### config.mk
export PLATFORM = sky130hd
export DESIGN_NAME = calibrated_deep_sleep_timer_top
export DESIGN_NICKNAME = d
export VERILOG_FILES = /design/src/hw/rtl/cdst_pkg.sv /design/src/hw/rtl/calibrated_deep_sleep_timer_top.sv
export SDC_FILE = /design/constraint.sdc
export NUM_CORES = 1
export LEC_CHECK = 0
export BUFFER_PORTS_ARGS = -buffer_cell sky130_fd_sc_hd__buf_2
export CORE_MARGIN = 10
export CORE_UTILIZATION = 35
export CTS_CLUSTER_SIZE = 24
export DETAILED_ROUTE_END_ITERATION = 7
export PLACE_DENSITY = 0.52
export SLEW_MARGIN = 40
export SYNTH_ARGS = -nofsm -noshare
export SYNTH_HDL_FRONTEND = slang
export SYNTH_SLANG_ARGS = --single-unit
### constraint.sdc
create_clock -name clock -period 8.2 [get_ports clock]
set_input_delay 0 -clock clock [delete_from_list [all_inputs] [get_ports clock]]
set_output_delay 0 -clock clock [all_outputs]
set_load 0.1 [all_outputs]
### src/hw/rtl/cdst_pkg.sv
package cdst_pkg;

   // fixed field widths
   localparam int SECS_W      = 16;
   localparam int SECS_IDX_W  = 4;
   localparam int SCALE_W     = 24;
   localparam int LIGHT_W     = 10;
   localparam int MINCAL_W    = 16;
   localparam int TIME_W      = 17;
   localparam int TICKS_OUT_W = 32;
   localparam int CSR_ADDR_W  = 2;
   localparam int CSR_DATA_W  = 24;
   localparam int REQ_DATA_W  = 48;
   localparam int RSP_DATA_W  = 80;
   localparam int PROD_W      = SECS_W + SCALE_W;

   // clock conversion
   localparam logic [TIME_W-1:0] HOUR_SECS   = 17'd3600;
   localparam logic [TIME_W-1:0] MINUTE_SECS = 17'd60;
   localparam logic [TIME_W:0]   DAY_SECS    = 18'd86400;

   localparam logic [SCALE_W-1:0] SCALE_MAX = '1;

   // register reset values
   localparam logic [LIGHT_W-1:0]  LIGHT_THR_RST  = 10'd20;
   localparam logic [MINCAL_W-1:0] MIN_CAL_RST    = 16'd300;
   localparam logic [SCALE_W-1:0]  INIT_SCALE_RST = 24'd65536;

   // register indexes
   localparam logic [CSR_ADDR_W-1:0] CSR_LIGHT_THR  = 2'd0;
   localparam logic [CSR_ADDR_W-1:0] CSR_MIN_CAL    = 2'd1;
   localparam logic [CSR_ADDR_W-1:0] CSR_INIT_SCALE = 2'd2;

   localparam logic OP_ENTER = 1'b0;
   localparam logic OP_TICK  = 1'b1;

   typedef enum logic [2:0] {
      ACT_START       = 3'd0,
      ACT_POWER_DOWN  = 3'd1,
      ACT_WAKE        = 3'd2,
      ACT_LIGHT_SLEEP = 3'd3,
      ACT_SAVE        = 3'd4
   } action_type;

   typedef enum logic [3:0] {
      ST_IDLE,
      ST_DECODE,
      ST_STOP,
      ST_DIV,
      ST_BLEND,
      ST_MUL_INIT,
      ST_MUL,
      ST_LOAD,
      ST_FINISH
   } state_type;

endpackage

### src/hw/rtl/calibrated_deep_sleep_timer_top.sv
// Deep-sleep countdown in watchdog ticks, self-calibrating against the RTC.
// An enter beat (tuser 0) loads the countdown with sleep_seconds times the
// Q8.16 ticks-per-second scale, saturated to the count width. Each tick beat
// (tuser 1) counts down, arms a wake on a button press, ends the sleep early
// when light exceeds the threshold and restarts or finishes the sleep at zero.
// Every stop that saw at least min_calibration_ticks measures ticks/seconds
// (midnight wrap handled, zero elapsed skipped) and blends it in as
// (old + 3*new)/4. One beat is worked at a time; req_tready is high only
// when idle, while the result register lets a finished beat wait for
// rsp_tready without holding up the next request. A single shared adder
// serves the divide, one quotient bit per cycle, and the multiply, one bit
// of sleep_seconds per cycle. Writing initial_scale also reloads the live
// scale. No clearing pass after reset.
module calibrated_deep_sleep_timer_top
   import cdst_pkg::*;
#(
   parameter int SCALE_FRAC_BITS = 16,
   parameter int COUNT_WIDTH     = 32
) (
   input  logic                  clock,
   input  logic                  reset,
   // request stream
   input  logic                  req_tvalid,
   output logic                  req_tready,
   // button_pressed, light_level, clock_hour, clock_minute, clock_second,
   // sleep_seconds
   input  logic [REQ_DATA_W-1:0] req_tdata,
   // opcode
   input  logic                  req_tuser,
   // response stream
   output logic                  rsp_tvalid,
   input  logic                  rsp_tready,
   // point_on, scale_out, ticks_left, recalibrated, measured_seconds
   output logic [RSP_DATA_W-1:0] rsp_tdata,
   // action
   output logic [2:0]            rsp_tuser,
   // register writes
   input  logic                  csr_we,
   input  logic [CSR_ADDR_W-1:0] csr_addr,
   input  logic [CSR_DATA_W-1:0] csr_wdata
);

   localparam int DIV_W  = COUNT_WIDTH + SCALE_FRAC_BITS;
   localparam int CNT_W  = $clog2(DIV_W);
   localparam int TCMP_W = (COUNT_WIDTH > MINCAL_W) ? COUNT_WIDTH : MINCAL_W;
   localparam logic [PROD_W-1:0] COUNT_MAX_P = PROD_W'({COUNT_WIDTH{1'b1}});
   localparam int RSP_PAD_W = RSP_DATA_W - (1 + SCALE_W + TICKS_OUT_W + 1 + TIME_W);

   // control
   state_type state_ff, state_in;
   logic [CNT_W-1:0] cnt_ff, cnt_in;
   logic restart_ff, restart_in;

   // config
   logic [LIGHT_W-1:0]  light_thr_ff, light_thr_in;
   logic [MINCAL_W-1:0] min_cal_ff, min_cal_in;

   // architectural state
   logic [COUNT_WIDTH-1:0] countdown_ff, countdown_in;
   logic [COUNT_WIDTH-1:0] start_ticks_ff, start_ticks_in;
   logic [TIME_W-1:0]      start_time_ff, start_time_in;
   logic [SCALE_W-1:0]     tick_scale_ff, tick_scale_in;
   logic                   wake_ff, wake_in;

   // latched request
   logic                   op_ff, op_in;
   logic                   btn_ff, btn_in;
   logic [LIGHT_W-1:0]     light_ff, light_in;
   logic [TIME_W-1:0]      now_ff, now_in;
   logic [SECS_W-1:0]      secs_ff, secs_in;

   // per-beat result
   action_type             act_ff, act_in;
   logic                   point_ff, point_in;
   logic                   recal_ff, recal_in;
   logic [TIME_W-1:0]      meas_ff, meas_in;

   // shared datapath
   logic [PROD_W-1:0]      acc_ff, acc_in;
   logic [DIV_W-1:0]       dvd_ff, dvd_in;
   logic [TIME_W-1:0]      rem_ff, rem_in;
   logic [TIME_W-1:0]      elapsed_ff, elapsed_in;
   logic [SCALE_W-1:0]     quo_ff, quo_in;
   logic                   ovf_ff, ovf_in;

   // result register
   logic                   rsp_valid_ff, rsp_valid_in;
   logic [RSP_DATA_W-1:0]  rsp_data_ff, rsp_data_in;
   logic [2:0]             rsp_user_ff, rsp_user_in;

   // shared adder
   logic [PROD_W-1:0]      alu_a, alu_b;
   logic                   alu_cin;
   logic [PROD_W:0]        alu_sum;

   assign alu_sum = {1'b0, alu_a} + {1'b0, alu_b} + {{PROD_W{1'b0}}, alu_cin};

   assign req_tready = (state_ff == ST_IDLE);
   assign rsp_tvalid = rsp_valid_ff;
   assign rsp_tdata  = rsp_data_ff;
   assign rsp_tuser  = rsp_user_ff;

   always_ff @(posedge clock) begin
      if (reset) begin
         state_ff       <= ST_IDLE;
         light_thr_ff   <= LIGHT_THR_RST;
         min_cal_ff     <= MIN_CAL_RST;
         countdown_ff   <= '0;
         start_ticks_ff <= '0;
         start_time_ff  <= '0;
         tick_scale_ff  <= INIT_SCALE_RST;
         wake_ff        <= 1'b0;
         restart_ff     <= 1'b0;
         cnt_ff         <= '0;
         rsp_valid_ff   <= 1'b0;
      end else begin
         state_ff       <= state_in;
         light_thr_ff   <= light_thr_in;
         min_cal_ff     <= min_cal_in;
         countdown_ff   <= countdown_in;
         start_ticks_ff <= start_ticks_in;
         start_time_ff  <= start_time_in;
         tick_scale_ff  <= tick_scale_in;
         wake_ff        <= wake_in;
         restart_ff     <= restart_in;
         cnt_ff         <= cnt_in;
         rsp_valid_ff   <= rsp_valid_in;
      end
   end

   always_ff @(posedge clock) begin
      op_ff       <= op_in;
      btn_ff      <= btn_in;
      light_ff    <= light_in;
      now_ff      <= now_in;
      secs_ff     <= secs_in;
      act_ff      <= act_in;
      point_ff    <= point_in;
      recal_ff    <= recal_in;
      meas_ff     <= meas_in;
      acc_ff      <= acc_in;
      dvd_ff      <= dvd_in;
      rem_ff      <= rem_in;
      elapsed_ff  <= elapsed_in;
      quo_ff      <= quo_in;
      ovf_ff      <= ovf_in;
      rsp_data_ff <= rsp_data_in;
      rsp_user_ff <= rsp_user_in;
   end

   always_comb begin
      logic [COUNT_WIDTH-1:0] ticks;
      logic [TIME_W:0]        el_wide;
      logic [TIME_W:0]        rem_sh;
      logic                   ge;
      logic [PROD_W-1:0]      prod_shr;
      logic [SCALE_W-1:0]     fresh;
      logic [SCALE_W+1:0]     blend;
      state_type              after_stop;

      state_in       = state_ff;
      cnt_in         = cnt_ff;
      restart_in     = restart_ff;
      light_thr_in   = light_thr_ff;
      min_cal_in     = min_cal_ff;
      countdown_in   = countdown_ff;
      start_ticks_in = start_ticks_ff;
      start_time_in  = start_time_ff;
      tick_scale_in  = tick_scale_ff;
      wake_in        = wake_ff;
      op_in          = op_ff;
      btn_in         = btn_ff;
      light_in       = light_ff;
      now_in         = now_ff;
      secs_in        = secs_ff;
      act_in         = act_ff;
      point_in       = point_ff;
      recal_in       = recal_ff;
      meas_in        = meas_ff;
      acc_in         = acc_ff;
      dvd_in         = dvd_ff;
      rem_in         = rem_ff;
      elapsed_in     = elapsed_ff;
      quo_in         = quo_ff;
      ovf_in         = ovf_ff;
      rsp_valid_in   = rsp_valid_ff;
      rsp_data_in    = rsp_data_ff;
      rsp_user_in    = rsp_user_ff;
      alu_a          = '0;
      alu_b          = '0;
      alu_cin        = 1'b0;

      ticks      = start_ticks_ff - countdown_ff;
      el_wide    = (now_ff < start_time_ff) ?
                   ({1'b0, now_ff} + DAY_SECS - {1'b0, start_time_ff}) :
                   ({1'b0, now_ff} - {1'b0, start_time_ff});
      rem_sh     = {rem_ff, dvd_ff[DIV_W-1]};
      ge         = 1'b0;
      prod_shr   = acc_ff >> SCALE_FRAC_BITS;
      fresh      = ovf_ff ? SCALE_MAX : quo_ff;
      blend      = {2'b00, tick_scale_ff} + {2'b00, fresh} + {1'b0, fresh, 1'b0};
      after_stop = restart_ff ? ST_MUL_INIT : ST_FINISH;

      // result register drains independently of the sequencer
      if (rsp_tready) begin
         rsp_valid_in = 1'b0;
      end

      case (state_ff)
         ST_IDLE: begin
            if (req_tvalid) begin
               op_in    = req_tuser;
               btn_in   = req_tdata[0];
               light_in = req_tdata[10:1];
               now_in   = TIME_W'(req_tdata[15:11]) * HOUR_SECS
                        + TIME_W'(req_tdata[21:16]) * MINUTE_SECS
                        + TIME_W'(req_tdata[27:22]);
               secs_in  = req_tdata[43:28];
               state_in = ST_DECODE;
            end
         end
         ST_DECODE: begin
            point_in   = 1'b0;
            recal_in   = 1'b0;
            meas_in    = '0;
            restart_in = 1'b0;
            if (op_ff == OP_ENTER) begin
               wake_in  = 1'b0;
               act_in   = ACT_START;
               state_in = ST_MUL_INIT;
            end else begin
               if (btn_ff) begin
                  wake_in  = 1'b1;
                  point_in = 1'b1;
               end
               if (!btn_ff && wake_ff) begin
                  act_in   = ACT_WAKE;
                  state_in = ST_STOP;
               end else if (countdown_ff != '0) begin
                  countdown_in = countdown_ff - COUNT_WIDTH'(1);
                  if (light_ff > light_thr_ff) begin
                     act_in   = ACT_LIGHT_SLEEP;
                     state_in = ST_STOP;
                  end else begin
                     act_in   = ACT_POWER_DOWN;
                     state_in = ST_FINISH;
                  end
               end else if (secs_ff == '0) begin
                  act_in   = ACT_SAVE;
                  state_in = ST_FINISH;
               end else begin
                  // period over: measure, then start a fresh countdown
                  act_in     = ACT_POWER_DOWN;
                  restart_in = 1'b1;
                  state_in   = ST_STOP;
               end
            end
         end
         ST_STOP: begin
            if (TCMP_W'(ticks) < TCMP_W'(min_cal_ff)) begin
               state_in = after_stop;
            end else begin
               meas_in    = el_wide[TIME_W-1:0];
               elapsed_in = el_wide[TIME_W-1:0];
               if (el_wide[TIME_W-1:0] == '0) begin
                  state_in = after_stop;
               end else begin
                  dvd_in   = DIV_W'(ticks) << SCALE_FRAC_BITS;
                  rem_in   = '0;
                  quo_in   = '0;
                  ovf_in   = 1'b0;
                  cnt_in   = CNT_W'(DIV_W - 1);
                  state_in = ST_DIV;
               end
            end
         end
         ST_DIV: begin
            // restoring divide, one quotient bit per cycle
            alu_a   = PROD_W'(rem_sh);
            alu_b   = ~PROD_W'(elapsed_ff);
            alu_cin = 1'b1;
            ge      = alu_sum[PROD_W];
            rem_in  = ge ? alu_sum[TIME_W-1:0] : rem_sh[TIME_W-1:0];
            quo_in  = {quo_ff[SCALE_W-2:0], ge};
            ovf_in  = ovf_ff | quo_ff[SCALE_W-1];
            dvd_in  = dvd_ff << 1;
            if (cnt_ff == '0) begin
               state_in = ST_BLEND;
            end else begin
               cnt_in = cnt_ff - CNT_W'(1);
            end
         end
         ST_BLEND: begin
            tick_scale_in = blend[SCALE_W+1:2];
            recal_in      = 1'b1;
            state_in      = after_stop;
         end
         ST_MUL_INIT: begin
            acc_in   = '0;
            cnt_in   = CNT_W'(SECS_W - 1);
            state_in = ST_MUL;
         end
         ST_MUL: begin
            // shift-add, sleep_seconds MSB first
            alu_a  = acc_ff << 1;
            alu_b  = secs_ff[cnt_ff[SECS_IDX_W-1:0]] ? PROD_W'(tick_scale_ff) : '0;
            acc_in = alu_sum[PROD_W-1:0];
            if (cnt_ff == '0) begin
               state_in = ST_LOAD;
            end else begin
               cnt_in = cnt_ff - CNT_W'(1);
            end
         end
         ST_LOAD: begin
            start_ticks_in = (prod_shr > COUNT_MAX_P) ? '1 : prod_shr[COUNT_WIDTH-1:0];
            countdown_in   = (prod_shr > COUNT_MAX_P) ? '1 : prod_shr[COUNT_WIDTH-1:0];
            start_time_in  = now_ff;
            state_in       = ST_FINISH;
         end
         ST_FINISH: begin
            if (!rsp_valid_ff || rsp_tready) begin
               rsp_valid_in = 1'b1;
               rsp_user_in  = act_ff;
               rsp_data_in  = {{RSP_PAD_W{1'b0}}, meas_ff, recal_ff,
                               TICKS_OUT_W'(countdown_ff), tick_scale_ff, point_ff};
               state_in     = ST_IDLE;
            end
         end
         default: begin
            state_in = ST_IDLE;
         end
      endcase

      // register writes are to arrive only while idle; the block does not enforce it
      if (csr_we) begin
         case (csr_addr)
            CSR_LIGHT_THR:  light_thr_in  = csr_wdata[LIGHT_W-1:0];
            CSR_MIN_CAL:    min_cal_in    = csr_wdata[MINCAL_W-1:0];
            CSR_INIT_SCALE: tick_scale_in = csr_wdata[SCALE_W-1:0];
            default: ;
         endcase
      end
   end

`ifndef ASSERT_OFF
   // one beat in flight at a time
   a_single_beat: assert property (@(posedge clock) disable iff (reset)
      (req_tvalid && req_tready) |=> !req_tready)
      else $error("request taken while busy");

   // partial remainder stays below the divisor
   a_rem_bound: assert property (@(posedge clock) disable iff (reset)
      (state_ff == ST_DIV) |-> (rem_ff < elapsed_ff))
      else $error("divider remainder out of range");

   // a recalibration always comes with a non-zero measurement
   a_recal_meas: assert property (@(posedge clock) disable iff (reset)
      (rsp_valid_ff && rsp_data_ff[57]) |-> (rsp_data_ff[74:58] != '0))
      else $error("recalibrated without elapsed time");

   // an enter never measures nor lights the point
   a_start_clean: assert property (@(posedge clock) disable iff (reset)
      (rsp_valid_ff && rsp_user_ff == ACT_START) |->
      (!rsp_data_ff[0] && !rsp_data_ff[57] && rsp_data_ff[74:58] == '0))
      else $error("start result carries tick fields");
`endif

endmodule

==> impl_results.md, run 1 <==
- Global-route wire length before repair: 112000 um
- Yosys warning total: 0
- Port Buffer Count: 155
- Critical setup path kind: reg2reg
- DR pass1 iterations: 5
- Required arrival time at the worst endpoint: 8.45 ns
- Overall track demand over capacity in global routing: 16.1%
- Final Power: 13200 uW
- Logic depth of the worst register-to-register path: 21
- Final layout net count: 3234
- Number of synthesized flops with an enable pin: 276
- R2R setup slack: 2.26 ns
- Worst-case headroom to the max-slew limit: 44.9%
- Starting density of the core: 35.3%
- H-tree depth reported by CTS: 2
- Layout filler cell count: 7122
- Clock-pin slew on the worst setup and hold paths: 0.06 ns
- Total overflow reported by the global router: 0
- Synth Instances: 2694
- Placement row count: 99
- Kind of capture point of the worst setup path: flip-flop
- Post-route fraction of the period consumed by the critical path: 72.5%
- CTS root buffer: sky130_fd_sc_hd__clkbuf_16
- Worst Hold Slack: 0.0600 ns
- Number of violations reported at the end of detailed-routing iteration 0: 1311
- Maximum frequency from static timing analysis: 168 MHz
- Unique cell type count in the Yosys netlist: 94
- Final routed wirelength across all metal layers: 71000 um
- Setup Buffers After CTS: 0
- Most common flop cell mapped by yosys: sky130_fd_sc_hd__edfxtp_1
- Number of global-route vias before repair: 20100
- Unrepaired setup endpoints after global routing: no
- Placeable core region: 73000 um^2
- Flops & latches, synth: 412
- Initial antenna violation count: 0
- Insertion delay of the later-clocked pin in the worst-skew pair: 0.61 ns
- Die Footprint: 84900 um^2
- Num CTS Buffers: 48
- Worst Tran Pin Value: 0.827 ns
- Resize count post-CTS: 0
- Count of final max-slew check failures: 0
- Routed length per instance: 18.2 um
- Hpwl dp: 52700 um
- Largest net degree at the start of global routing: 72
- Critical-path maximum fanout: 36
- I/O pin count: 165
- Maximum VDD drop: 0.312 mV
- Post-synthesis area per instance: 9.57 um^2
- Hold Vio Cnt, Final: 0
- Area added between synthesis and finish: 16.3%
- Die extent in x: 291 um
- Setup TNS: 0 ns
- Most used cells in the layout excluding fill and tap cells: 328 x sky130_fd_sc_hd__nand2_1, 276 x sky130_fd_sc_hd__edfxtp_1, 257 x sky130_fd_sc_hd__inv_1, 207 x sky130_fd_sc_hd__a21oi_1, 202 x sky130_fd_sc_hd__nor2_1
- Kind of start point of the critical path: flip-flop
- Total number of vias: 20000
- Setup violations, final: 0
- CTS tree: built
- Ratio of cells with drive above 1 in the final layout: 11.0%
- Sequential-to-total area share from yosys stat: 42.7%
- Worst Hold Class: in2reg
- FFs w/ async S/R, synth: 0%
- Post-Route Utilization: 41.1%
- FF-to-FF Start: countdown_ff[0]$_SDFFE_PP0P_
- Result of the run: finished clean
- Worst hold path depth: 4
- Most common library cell in the layout ignoring fill and taps: sky130_fd_sc_hd__nand2_1
- TritonCTS Sinks: 412
- Final critical path time including I/O delays and setup: 5.94 ns
- Clk_skew: 0.0340 ns
- Leakage: 0.0121 uW
- Vertical die dimension: 291 um
- Endpoint of the most critical setup path: dvd_ff[43]$_DFFE_PP_
- Count of antenna-violating nets left after detailed routing: 0
- Summed instance area of the synthesized netlist: 25800 um^2
- Cells along the critical path: ha_1 -> inv_1 -> fa_1 -> a21o_1 -> a31oi_1 -> o21ai_0 -> a31o_2 -> a21oi_1 -> xnor2_1 -> ha_1 -> nand4_1 -> nor3_1 -> o311ai_0 -> nand4_1 -> a211oi_1 -> and4_1 -> and4_1 -> a31oi_4 -> nand2_2 -> nand2_4 -> buf_4
- Max clock buf depth: 3
- First element of the critical path: countdown_ff[0]$_SDFFE_PP0P_
- Signal arrival time at the worst endpoint: 6.20 ns
- Crit Reg-Reg Endpoint: dvd_ff[43]$_DFFE_PP_
- Final Wtd Congestion: 0.847
- Antenna Diode Count: 0
- Worst path slowest cell: sky130_fd_sc_hd__nand2_4
- Power per Cell Area: 441 nW/um^2
- Number of max-capacitance violations reported: 0
- Post-route DRC: 0
- Biggest cell delay along the critical path: 0.48 ns
- Average vias per placed instance: 5.12
==> repair_timing <==
| action | in CTS | in global routing |
|---|---|---|
| endpoints found under the setup margin | 0 | 0 |
| endpoints found under the hold margin | 92 | 0 |
| hold buffers | 71 | 0 |
==> critical path, delay by kind of cell, from the launching register on <==
family                   cells  cell delay, ns
XOR/XNOR                     1            0.17
AO/OA/AOI/OAI                8            1.92
buffers and inverters        2            0.49
flip-flops                   1            0.38
adder cells (fa/ha/maj)      3            0.90
AND/OR/NAND/NOR              7            1.69
==> power by group <==
group / internal (uW) / total, uW / switching (uW)
sequential: 3080 / 3420 / 347
clock: 1290 / 2200 / 906
combinational: 2870 / 7610 / 4740
==> worst min path at each step <==
stage / startpoint / end
after floorplan: req_tdata[0] / btn_ff$_DFFE_PP_
after global placement: req_tdata[43] / secs_ff[15]$_DFFE_PP_
after detailed placement: req_tdata[32] / secs_ff[4]$_DFFE_PP_
after CTS: csr_we / tick_scale_ff[17]$_SDFF_PP0_
after global routing: req_tdata[10] / light_ff[9]$_DFFE_PP_
final: csr_we / tick_scale_ff[17]$_SDFF_PP0_
==> flip-flops by register name, summed over array words and instances, names as in the netlist, 3 cells and up <==
name / flops
rsp_tdata: 75
acc_ff: 40
countdown_ff: 32
dvd_ff: 32
quo_ff: 24
start_ticks_ff: 24
tick_scale_ff: 24
elapsed_ff: 17
meas_ff: 17
now_ff: 17
rem_ff: 17
start_time_ff: 17
min_cal_ff: 16
secs_ff: 16
light_ff: 10
light_thr_ff: 10
cnt_ff: 6
state_ff: 4
act_ff: 3
rsp_tuser: 3
==> layout make-up <==
cell class                 instances  area (um^2)  area share, %
inverter                         260          976           3.25
timing repair buffer             253         1730           5.75
multi-input combinational       1925        13400           44.8
clock buffer                      69         1440           4.79
clock inverter                    20          198          0.659
sequential                       412        11000           36.7
tap                              959         1200           4.00
==> synth_stat cells, types with 8 or more instances <==
cell type / n / area, um^2
sky130_fd_sc_hd__buf_2: 9 / 45.0
sky130_fd_sc_hd__clkbuf_1: 79 / 297
sky130_fd_sc_hd__nand2b_1: 26 / 163
sky130_fd_sc_hd__o31ai_1: 11 / 82.6
sky130_fd_sc_hd__and2_1: 62 / 388
sky130_fd_sc_hd__nand3_1: 42 / 210
sky130_fd_sc_hd__mux2i_1: 21 / 210
sky130_fd_sc_hd__nor2_1: 204 / 766
sky130_fd_sc_hd__mux2_2: 10 / 113
sky130_fd_sc_hd__nand2_1: 329 / 1230
sky130_fd_sc_hd__or3_1: 21 / 131
sky130_fd_sc_hd__nor3_1: 42 / 210
sky130_fd_sc_hd__o21ai_0: 120 / 601
sky130_fd_sc_hd__dfxtp_1: 136 / 2720
sky130_fd_sc_hd__and4_1: 8 / 70.1
sky130_fd_sc_hd__inv_1: 260 / 976
sky130_fd_sc_hd__nor2b_1: 24 / 150
sky130_fd_sc_hd__o21a_1: 18 / 135
sky130_fd_sc_hd__xor2_1: 48 / 420
sky130_fd_sc_hd__nand4_1: 20 / 125
sky130_fd_sc_hd__nor4_1: 19 / 119
sky130_fd_sc_hd__fa_1: 55 / 1100
sky130_fd_sc_hd__a211oi_1: 22 / 165
sky130_fd_sc_hd__ha_1: 199 / 2490
sky130_fd_sc_hd__a31oi_1: 28 / 175
sky130_fd_sc_hd__o21bai_1: 18 / 135
sky130_fd_sc_hd__buf_4: 8 / 60.1
sky130_fd_sc_hd__o211ai_1: 18 / 135
sky130_fd_sc_hd__a311oi_1: 12 / 105
sky130_fd_sc_hd__edfxtp_1: 276 / 8290
sky130_fd_sc_hd__a21oi_1: 207 / 1040
sky130_fd_sc_hd__nand3b_1: 9 / 67.6
sky130_fd_sc_hd__or2_2: 8 / 50.1
sky130_fd_sc_hd__and3_1: 42 / 263
sky130_fd_sc_hd__xnor2_1: 106 / 928
sky130_fd_sc_hd__a21o_1: 52 / 390
==> cells by family (layout without fill, tap and decap cells) <==
kind of cell	after synthesis	after routing	synth area share (%)
AO/OA/AOI/OAI	592	592	14.8
XOR/XNOR	154	154	5.23
adder cells (fa/ha/maj)	254	254	13.9
buffers and inverters	361	602	5.44
flip-flops	412	412	42.7
multiplexers	36	36	1.69
other	1	5	0.0145
AND/OR/NAND/NOR	884	884	16.2
==> metrics by stage <==
| stage | area [um^2] | cells | setup WS (ns) |
|---|---|---|---|
| CTS | 29900 | 3895 | 2.28 |
| global placement | 27600 | 3735 | 2.10 |
| finish | 30000 | 3898 | 2.26 |
| detailed placement | 27600 | 3735 | 2.34 |
| global route | 30000 | 3898 | 1.89 |
| floorplan | 25800 | 2698 | 2.23 |
==> per-layer routing <==
metal	part of all wire (%)	vias up	track usage (%)	wire length, um
met1	46	9618	21.0	32500
met5	0	-	0	0
met2	48	390	27.5	33800
li1	-	9869	-	-
met3	3.9	100	2.21	2770
met4	2.6	0	4.65	1880
Note: power is estimated with default switching activity, not from simulation.
==> inputs of run 2 (changes only) <==
Settings changed: ABC_AREA from default to 1, PLACE_DENSITY 0.52 to 0.54.
Clock period 8.2 ns to 5.45 ns, I/O delays scaled along.
==> run 2 against run 1 <==
  * Die area rose by 5.5%
  * Utilization down 0.28 points
  * Synthesized cell count increased by 27%
  * Clock power increased by 50%
  * Combinational power up 9.2%
  * Sequential power rose by 32%
  * Wire length rose by 9.7%
  * Non-clock buffer count is 6 lower
  * Area after synthesis up 5.9%
  * Global-route usage grew 0.74 points
  * Final area up 5.3%
  * Largest cell class unchanged
==> impl_results.md, run 2 <==
- Area added between synthesis and finish: 15.7%
- TritonCTS Sinks: 412
- Final critical path time including I/O delays and setup: 4.74 ns
- Final Power: 16100 uW
- Yosys warning total: 0
- Sequential-to-total area share from yosys stat: 40.3%
- Leading area contributor after synthesis: sky130_fd_sc_hd__edfxtp_1
- Part of the total power dissipated in sequential elements: 28.0%
- Part of the total power dissipated in the clock network: 20.5%
- Hold Buf Count CTS: 66
- Flops & latches, synth: 412
- Logic depth of the worst register-to-register path: 19
- Final routed wirelength across all metal layers: 77900 um
- Average vias per placed instance: 4.86
- CTS root buffer: sky130_fd_sc_hd__clkbuf_16
- Kind of start point of the critical path: flip-flop
- Setup TNS: 0 ns
- Die Footprint: 89600 um^2
- Insertion delay of the later-clocked pin in the worst-skew pair: 0.60 ns
- Worst Hold Class: in2reg
- Hpwl dp: 61100 um
- Post-synthesis area per instance: 7.99 um^2
- FF-to-FF Start: cnt_ff[0]$_SDFFE_PP0P_
- DR pass1 iterations: 5
- Arithmetic-cell share of the synthesized area counting full adders, half adders and majority gates: 13.2%
- Post-route fraction of the period consumed by the critical path: 86.9%
- Antenna Diode Count: 0
- I/O pin count: 165
- Most instantiated cells after synthesis: 747 x sky130_fd_sc_hd__nand2_1, 533 x sky130_fd_sc_hd__inv_1, 327 x sky130_fd_sc_hd__nor2_1
- Worst-case headroom to the max-slew limit: 42.7%
- Cells taking the most area after synthesis: sky130_fd_sc_hd__edfxtp_1 30%, sky130_fd_sc_hd__nand2_1 10%, sky130_fd_sc_hd__dfxtp_1 10%
- Synth Instances: 3415
- Most frequently used cell type in the post-synthesis netlist: sky130_fd_sc_hd__nand2_1
- Compound-Gate Fraction of Synth Area: 13.6%
- Post-Synth Simple-Gate Area: 21.1%
- Number of max-capacitance violations reported: 0
- Number of flip-flops under the largest register name: 75
- Signal arrival time at the worst endpoint: 5.05 ns
- Power per Cell Area: 511 nW/um^2
- Post-synthesis mux area share: 0.0412%
- Critical-path maximum fanout: 13
- Fraction of power spent switching nets: 45.8%
- Number of synthesized flops with an enable pin: 276
- Total number of vias: 22900
- Kind of capture point of the worst setup path: flip-flop
- Worst Tran Pin Value: 0.859 ns
- Post-route DRC: 0
- Internal Dissipation: 8750 uW
- Final Wtd Congestion: 0.908
- Clock-pin slew on the worst setup and hold paths: 0.06 ns
- Largest net degree at the start of global routing: 75
- Initial antenna violation count: 4
- Setup Buffers After CTS: 0
- Hold Vio Cnt, Final: 0
- Beginning of the worst hold path: csr_we
- Switching power: 7380 uW
- Number of violations reported at the end of detailed-routing iteration 0: 1345
- Port Buffer Count: 155
- Biggest cell delay along the critical path: 0.47 ns
- Crit Reg-Reg Endpoint: acc_ff[26]$_SDFFCE_PN0N_
- Unique cell type count in the Yosys netlist: 60
- Routed length on met3: 3280 um
- Unrepaired setup endpoints after global routing: no
- R2R setup slack: 0.71 ns
- Logic pwr share: 51.5%
- Metal1 wirelength: 36400 um
- Required arrival time at the worst endpoint: 5.76 ns
- H-tree depth reported by CTS: 2
- Overall track demand over capacity in global routing: 16.9%
- Final layout net count: 3966
- Detailed-routed wire length on met2: 36400 um
- Maximum VDD drop: 0.243 mV
- Ratio of cells with drive above 1 in the final layout: 9.37%
- Number of global-route vias before repair: 21900
- Worst Hold End: min_cal_ff[1]$_SDFFE_PP0P_
- Worst hold path depth: 3
- Uppermost layer routed: met5
- Routed length per instance: 16.5 um
- Most used cells in the layout excluding fill and tap cells: 744 x sky130_fd_sc_hd__nand2_1, 531 x sky130_fd_sc_hd__inv_1, 324 x sky130_fd_sc_hd__nor2_1, 302 x sky130_fd_sc_hd__a21oi_1, 276 x sky130_fd_sc_hd__edfxtp_1
- Most common library cell in the layout ignoring fill and taps: sky130_fd_sc_hd__nand2_1
- Count of final max-slew check failures: 0
- Resize count post-CTS: 0
- Cells along the critical path: inv_1 -> o21ai_0 -> o22ai_1 -> mux2_2 -> inv_1 -> o221ai_1 -> buf_4 -> inv_1 -> buf_4 -> o32ai_1 -> inv_1 -> fa_1 -> o21ai_0 -> a21o_1 -> a21oi_1 -> o21ai_0 -> a21boi_0 -> o21ai_0 -> a21oi_1
- Total overflow reported by the global router: 0
- Placeable core region: 77300 um^2
- Clk_skew: 0.0315 ns
- Worst path slowest cell: sky130_fd_sc_hd__o21ai_0
- Num CTS Buffers: 48
- Synth Area in XOR/XNOR: 2.82%
- Combinational family with the most area after synthesis: simple AND/OR/NAND/NOR gates
- Global-route wire length before repair: 122000 um
- Summed instance area of the synthesized netlist: 27300 um^2
- Critical setup path kind: reg2reg
- Placement row count: 102
- Result of the run: finished clean
- CTS tree: built
- Vertical die dimension: 299 um
- Post-synth top area share: 30.4%
- Most common flop cell mapped by yosys: sky130_fd_sc_hd__edfxtp_1
- Die extent in x: 299 um
- Maximum frequency from static timing analysis: 211 MHz
- Starting density of the core: 35.3%
- Setup violations, final: 0
- FFs w/ async S/R, synth: 0%
- Leakage: 0.0141 uW
- Max clock buf depth: 3
- Count of antenna-violating nets left after detailed routing: 0
## run 2: changes by cell type after synthesis, sizes merged, moves of 21 or more
cell	before	now
nand2b	26	0
nand2	330	766
or3	22	0
a21o	52	8
xnor2	106	20
and2	63	7
a21oi	208	307
nand3	42	146
o21ai	123	214
and3	42	1
nor2	204	345
mux2i	21	0
inv	260	545
nor2b	24	0
## run 2: routing by layer
layer,vias to the layer above,GRT usage [%]
met1,10600,22.7
met4,2,4.25
met5,-,0
met2,449,28.3
li1,11700,-
met3,97,2.22
## run 2: cell type report
class | count | area, um^2
clock buffers | 66 | 1340
well taps | 1040 | 1300
clock inverters | 23 | 270
fillers | 8021 | 45800
flip-flops and latches | 412 | 11000
inverters | 549 | 2060
repair buffers | 247 | 1660
multi-input cells | 2374 | 13900
## run 2: per-stage QoR
step           cell area, um^2  cells  setup slack, ns  utilization, %  hold slack [ns]
2_1_floorplan            27300   3419            0.375               -           0.0989
3_3_place_gp             29300   4555            0.863            37.8            0.177
3_5_place_dp             29300   4556            0.804            37.9            0.178
4_1_cts                  31600   4711            0.741            40.8           0.0755
5_1_grt                  31600   4711            0.337            40.8           0.0564
6_report                 31600   4711            0.713            40.8           0.0216
## run 2: power groups by stage
stage / Clock, uW / Sequential (uW) / Combinational [uW]
2_1_floorplan: 0 / 4850 / 5840
3_3_place_gp: 0 / 4570 / 8180
3_5_place_dp: 0 / 4580 / 8250
4_1_cts: 3400 / 4520 / 8320
5_1_grt: 3510 / 4570 / 9430
6_report: 3310 / 4510 / 8310
## run 2: cells by family (layout without fill, tap and decap cells)
group / count (synthesis) / after routing
simple gates: 1359 / 1359
compound gates: 667 / 667
buf+inv: 633 / 885
flops: 412 / 412
fa+ha+maj: 254 / 254
xor+xnor: 88 / 88
other cells: 1 / 5
mux: 1 / 1
## run 2: worst max path at each step
| stage | cells past startpoint | from | slack [ns] | end |
|---|---|---|---|---|
| floorplan | 1 | rsp_tvalid$_SDFF_PP0_ | 0.38 | rsp_tdata[0]$_DFFE_PP_ |
| global placement | 19 | cnt_ff[0]$_SDFFE_PP0P_ | 0.86 | acc_ff[26]$_SDFFCE_PN0N_ |
| detailed placement | 19 | cnt_ff[0]$_SDFFE_PP0P_ | 0.80 | acc_ff[26]$_SDFFCE_PN0N_ |
| CTS | 19 | cnt_ff[0]$_SDFFE_PP0P_ | 0.74 | acc_ff[26]$_SDFFCE_PN0N_ |
| global route | 22 | cnt_ff[0]$_SDFFE_PP0P_ | 0.34 | acc_ff[25]$_SDFFCE_PN0N_ |
| finish | 19 | cnt_ff[0]$_SDFFE_PP0P_ | 0.71 | acc_ff[26]$_SDFFCE_PN0N_ |
## run 2: worst max-delay path: cells and delay by family, from the launching register on
| family | cells | cell delay, ns |
|---|---|---|
| AO/OA/AOI/OAI | 11 | 2.35 |
| buffers and inverters | 6 | 1.10 |
| adder cells (fa/ha/maj) | 1 | 0.46 |
| flip-flops | 1 | 0.39 |
| multiplexers | 1 | 0.18 |
==> inputs of run 3 (changes only) <==
Settings changed: CORE_UTILIZATION 35 to 50, PLACE_DENSITY 0.54 to 0.69.
Clock period 5.45 ns to 6 ns, I/O delays scaled along.
==> run 3 against run 2 <==
  * Wire length is 4.8% lower
  * Sequential share of layout area grew 0.67 points
  * Global-route usage grew 5.8 points
  * Worst setup slack worse by 0.0074 ns
  * Cell count down 7.6%
  * Total power down 10%
==> impl_results.md, run 3 (synthesis gave the netlist of run 2 again) <==
- Worst-case headroom to the max-slew limit: 46.9%
- Pre-CTS setup slack: 0.732 ns
- Critical setup path kind: reg2reg
- Area added between synthesis and finish: 13.5%
- R2R setup slack: 0.71 ns
- Post-route fraction of the period consumed by the critical path: 88.2%
- Most common library cell in the layout ignoring fill and taps: sky130_fd_sc_hd__nand2_1
- Vertical die dimension: 254 um
- Port Buffer Count: 155
- Kind of capture point of the worst setup path: flip-flop
- Total number of vias: 23100
- Maximum frequency from static timing analysis: 189 MHz
- Insertion delay of the later-clocked pin in the worst-skew pair: 0.60 ns
- DR pass1 iterations: 6
- Hpwl dp: 56900 um
- Beginning of the worst hold path: csr_we
- Unrepaired setup endpoints after global routing: no
- Max clock buf depth: 3
- Total overflow reported by the global router: 0
- TritonCTS Sinks: 412
- Number of violations reported at the end of detailed-routing iteration 0: 1830
- Die extent in x: 254 um
- Overall track demand over capacity in global routing: 22.7%
- Global-route wire length before repair: 117000 um
- Setup violations, final: 0
- Ratio of cells with drive above 1 in the final layout: 9.23%
- Setup TNS: 0 ns
- Routed length per instance: 17.0 um
- Placement row count: 85
- Logic depth of the worst register-to-register path: 19
- Count of final max-slew check failures: 0
- Required arrival time at the worst endpoint: 6.33 ns
- CTS root buffer: sky130_fd_sc_hd__clkbuf_16
- H-tree depth reported by CTS: 2
- Number of global-route vias before repair: 22000
- Leakage: 0.0139 uW
- Layout filler cell count: 4948
- Final Wtd Congestion: 0.971
- PnR worst setup slack: 0.706 ns
- Critical-path maximum fanout: 23
- Worst Tran Pin Value: 0.788 ns
- Kind of start point of the critical path: flip-flop
- Number of flip-flops under the largest register name: 75
- Initial antenna violation count: 3
- Crit Reg-Reg Endpoint: acc_ff[36]$_SDFFCE_PN0N_
- Worst Hold End: min_cal_ff[4]$_SDFFE_PP0P_
- FF-to-FF Start: cnt_ff[0]$_SDFFE_PP0P_
- Num CTS Buffers: 44
- CTS tree: built
- Result of the run: finished clean
- Final layout net count: 3952
- Maximum VDD drop: 0.353 mV
- Power per Cell Area: 467 nW/um^2
- Die Footprint: 64300 um^2
- Average vias per placed instance: 5.32
- Post-route DRC: 0
- Hold Vio Cnt, Final: 0
- Setup Buffers After CTS: 0
- Clk_skew: 0.0395 ns
- Resize count post-CTS: 0
- Clock-pin slew on the worst setup and hold paths: 0.06 ns
- Count of antenna-violating nets left after detailed routing: 0
- Final routed wirelength across all metal layers: 74200 um
- Worst hold path depth: 3
- Worst Hold Class: in2reg
- Signal arrival time at the worst endpoint: 5.62 ns
- Placeable core region: 53900 um^2
- Final critical path time including I/O delays and setup: 5.29 ns
- Number of max-capacitance violations reported: 0
- Starting density of the core: 50.6%
- Most used cells in the layout excluding fill and tap cells: 743 x sky130_fd_sc_hd__nand2_1, 531 x sky130_fd_sc_hd__inv_1, 324 x sky130_fd_sc_hd__nor2_1, 302 x sky130_fd_sc_hd__a21oi_1, 276 x sky130_fd_sc_hd__edfxtp_1
- Largest net degree at the start of global routing: 75
- I/O pin count: 165
## run 3: changes by cell type in the layout (fill, tap and decap cells not counted), moves of 3 or more
cell                         delta
sky130_fd_sc_hd__diode_2        +4
sky130_fd_sc_hd__clkbuf_1       -7
sky130_fd_sc_hd__buf_4          -8
sky130_fd_sc_hd__clkinv_2       +3
sky130_fd_sc_hd__clkinv_1       -3
sky130_fd_sc_hd__clkinvlp_4     +4
## run 3: layout make-up
class,count,area (um^2),share of cell area [%]
Clock buffer,56,1250,4.03
Clock inverter,24,277,0.892
Antenna cell,4,10.0,0.0323
Multi-Input combinational cell,2374,13900,45.0
Tap cell,696,871,2.81
Sequential cell,412,11000,35.5
Timing Repair Buffer,237,1560,5.03
Inverter,549,2060,6.65
## run 3: worst max-delay path by stage
stage / end / slack [ns] / start
after floorplan: rsp_tdata[0]$_DFFE_PP_ / 0.93 / rsp_tvalid$_SDFF_PP0_
after global placement: acc_ff[36]$_SDFFCE_PN0N_ / 0.80 / cnt_ff[0]$_SDFFE_PP0P_
after detailed placement: acc_ff[36]$_SDFFCE_PN0N_ / 0.73 / cnt_ff[0]$_SDFFE_PP0P_
after CTS: acc_ff[36]$_SDFFCE_PN0N_ / 0.71 / cnt_ff[0]$_SDFFE_PP0P_
after global routing: acc_ff[36]$_SDFFCE_PN0N_ / 0.22 / cnt_ff[0]$_SDFFE_PP0P_
final: acc_ff[36]$_SDFFCE_PN0N_ / 0.71 / cnt_ff[0]$_SDFFE_PP0P_
## run 3: through the flow
stage,hold WS (ns),cells,instance area (um^2),total power (uW),util [%]
final,0.0267,4352,31000,14500,57.5
after global routing,0.0452,4350,31000,15600,57.5
after CTS,0.0178,4348,31000,14500,57.4
after detailed placement,0.178,4203,28800,11500,53.4
after global placement,0.177,4203,28800,11400,53.4
after floorplan,0.0989,3419,27300,9710,-
## run 3: power breakdown
part	internal, uW	switching [uW]
Clock	1700	1160
Combinational	2330	5160
Sequential	3800	316
Total	7830	6640
## run 3: metal layers
| metal | track usage [%] | vias to the layer above | routed length, um |
|---|---|---|---|
| met2 | 37.7 | 663 | 34400 |
| met1 | 29.5 | 10700 | 32600 |
| met4 | 7.76 | 0 | 2320 |
| met5 | 0 | - | 0 |
| met3 | 3.98 | 114 | 4820 |
| li1 | - | 11700 | - |
## run 3: timing repair
action	CTS	global route
endpoints found under the hold margin	98	0
hold buffers	65	0
endpoints found under the setup margin	0	0
## run 3: critical path, stage by stage (launching register included)
cell,delay (ns)
sky130_fd_sc_hd__dfxtp_1,0.38
sky130_fd_sc_hd__inv_1,0.31
sky130_fd_sc_hd__o21ai_0,0.13
sky130_fd_sc_hd__o22ai_1,0.14
sky130_fd_sc_hd__mux2_2,0.18
sky130_fd_sc_hd__inv_1,0.04
sky130_fd_sc_hd__o221ai_1,0.45
sky130_fd_sc_hd__inv_1,0.52
sky130_fd_sc_hd__o32ai_1,0.45
sky130_fd_sc_hd__inv_1,0.11
sky130_fd_sc_hd__fa_1,0.47
sky130_fd_sc_hd__o21ai_0,0.47
sky130_fd_sc_hd__a21oi_1,0.24
sky130_fd_sc_hd__o21ai_0,0.54
sky130_fd_sc_hd__nand3_1,0.13
sky130_fd_sc_hd__nand2_1,0.12
sky130_fd_sc_hd__nand2_1,0.06
sky130_fd_sc_hd__nand2_1,0.10
sky130_fd_sc_hd__a21oi_1,0.07
sky130_fd_sc_hd__o21a_1,0.13
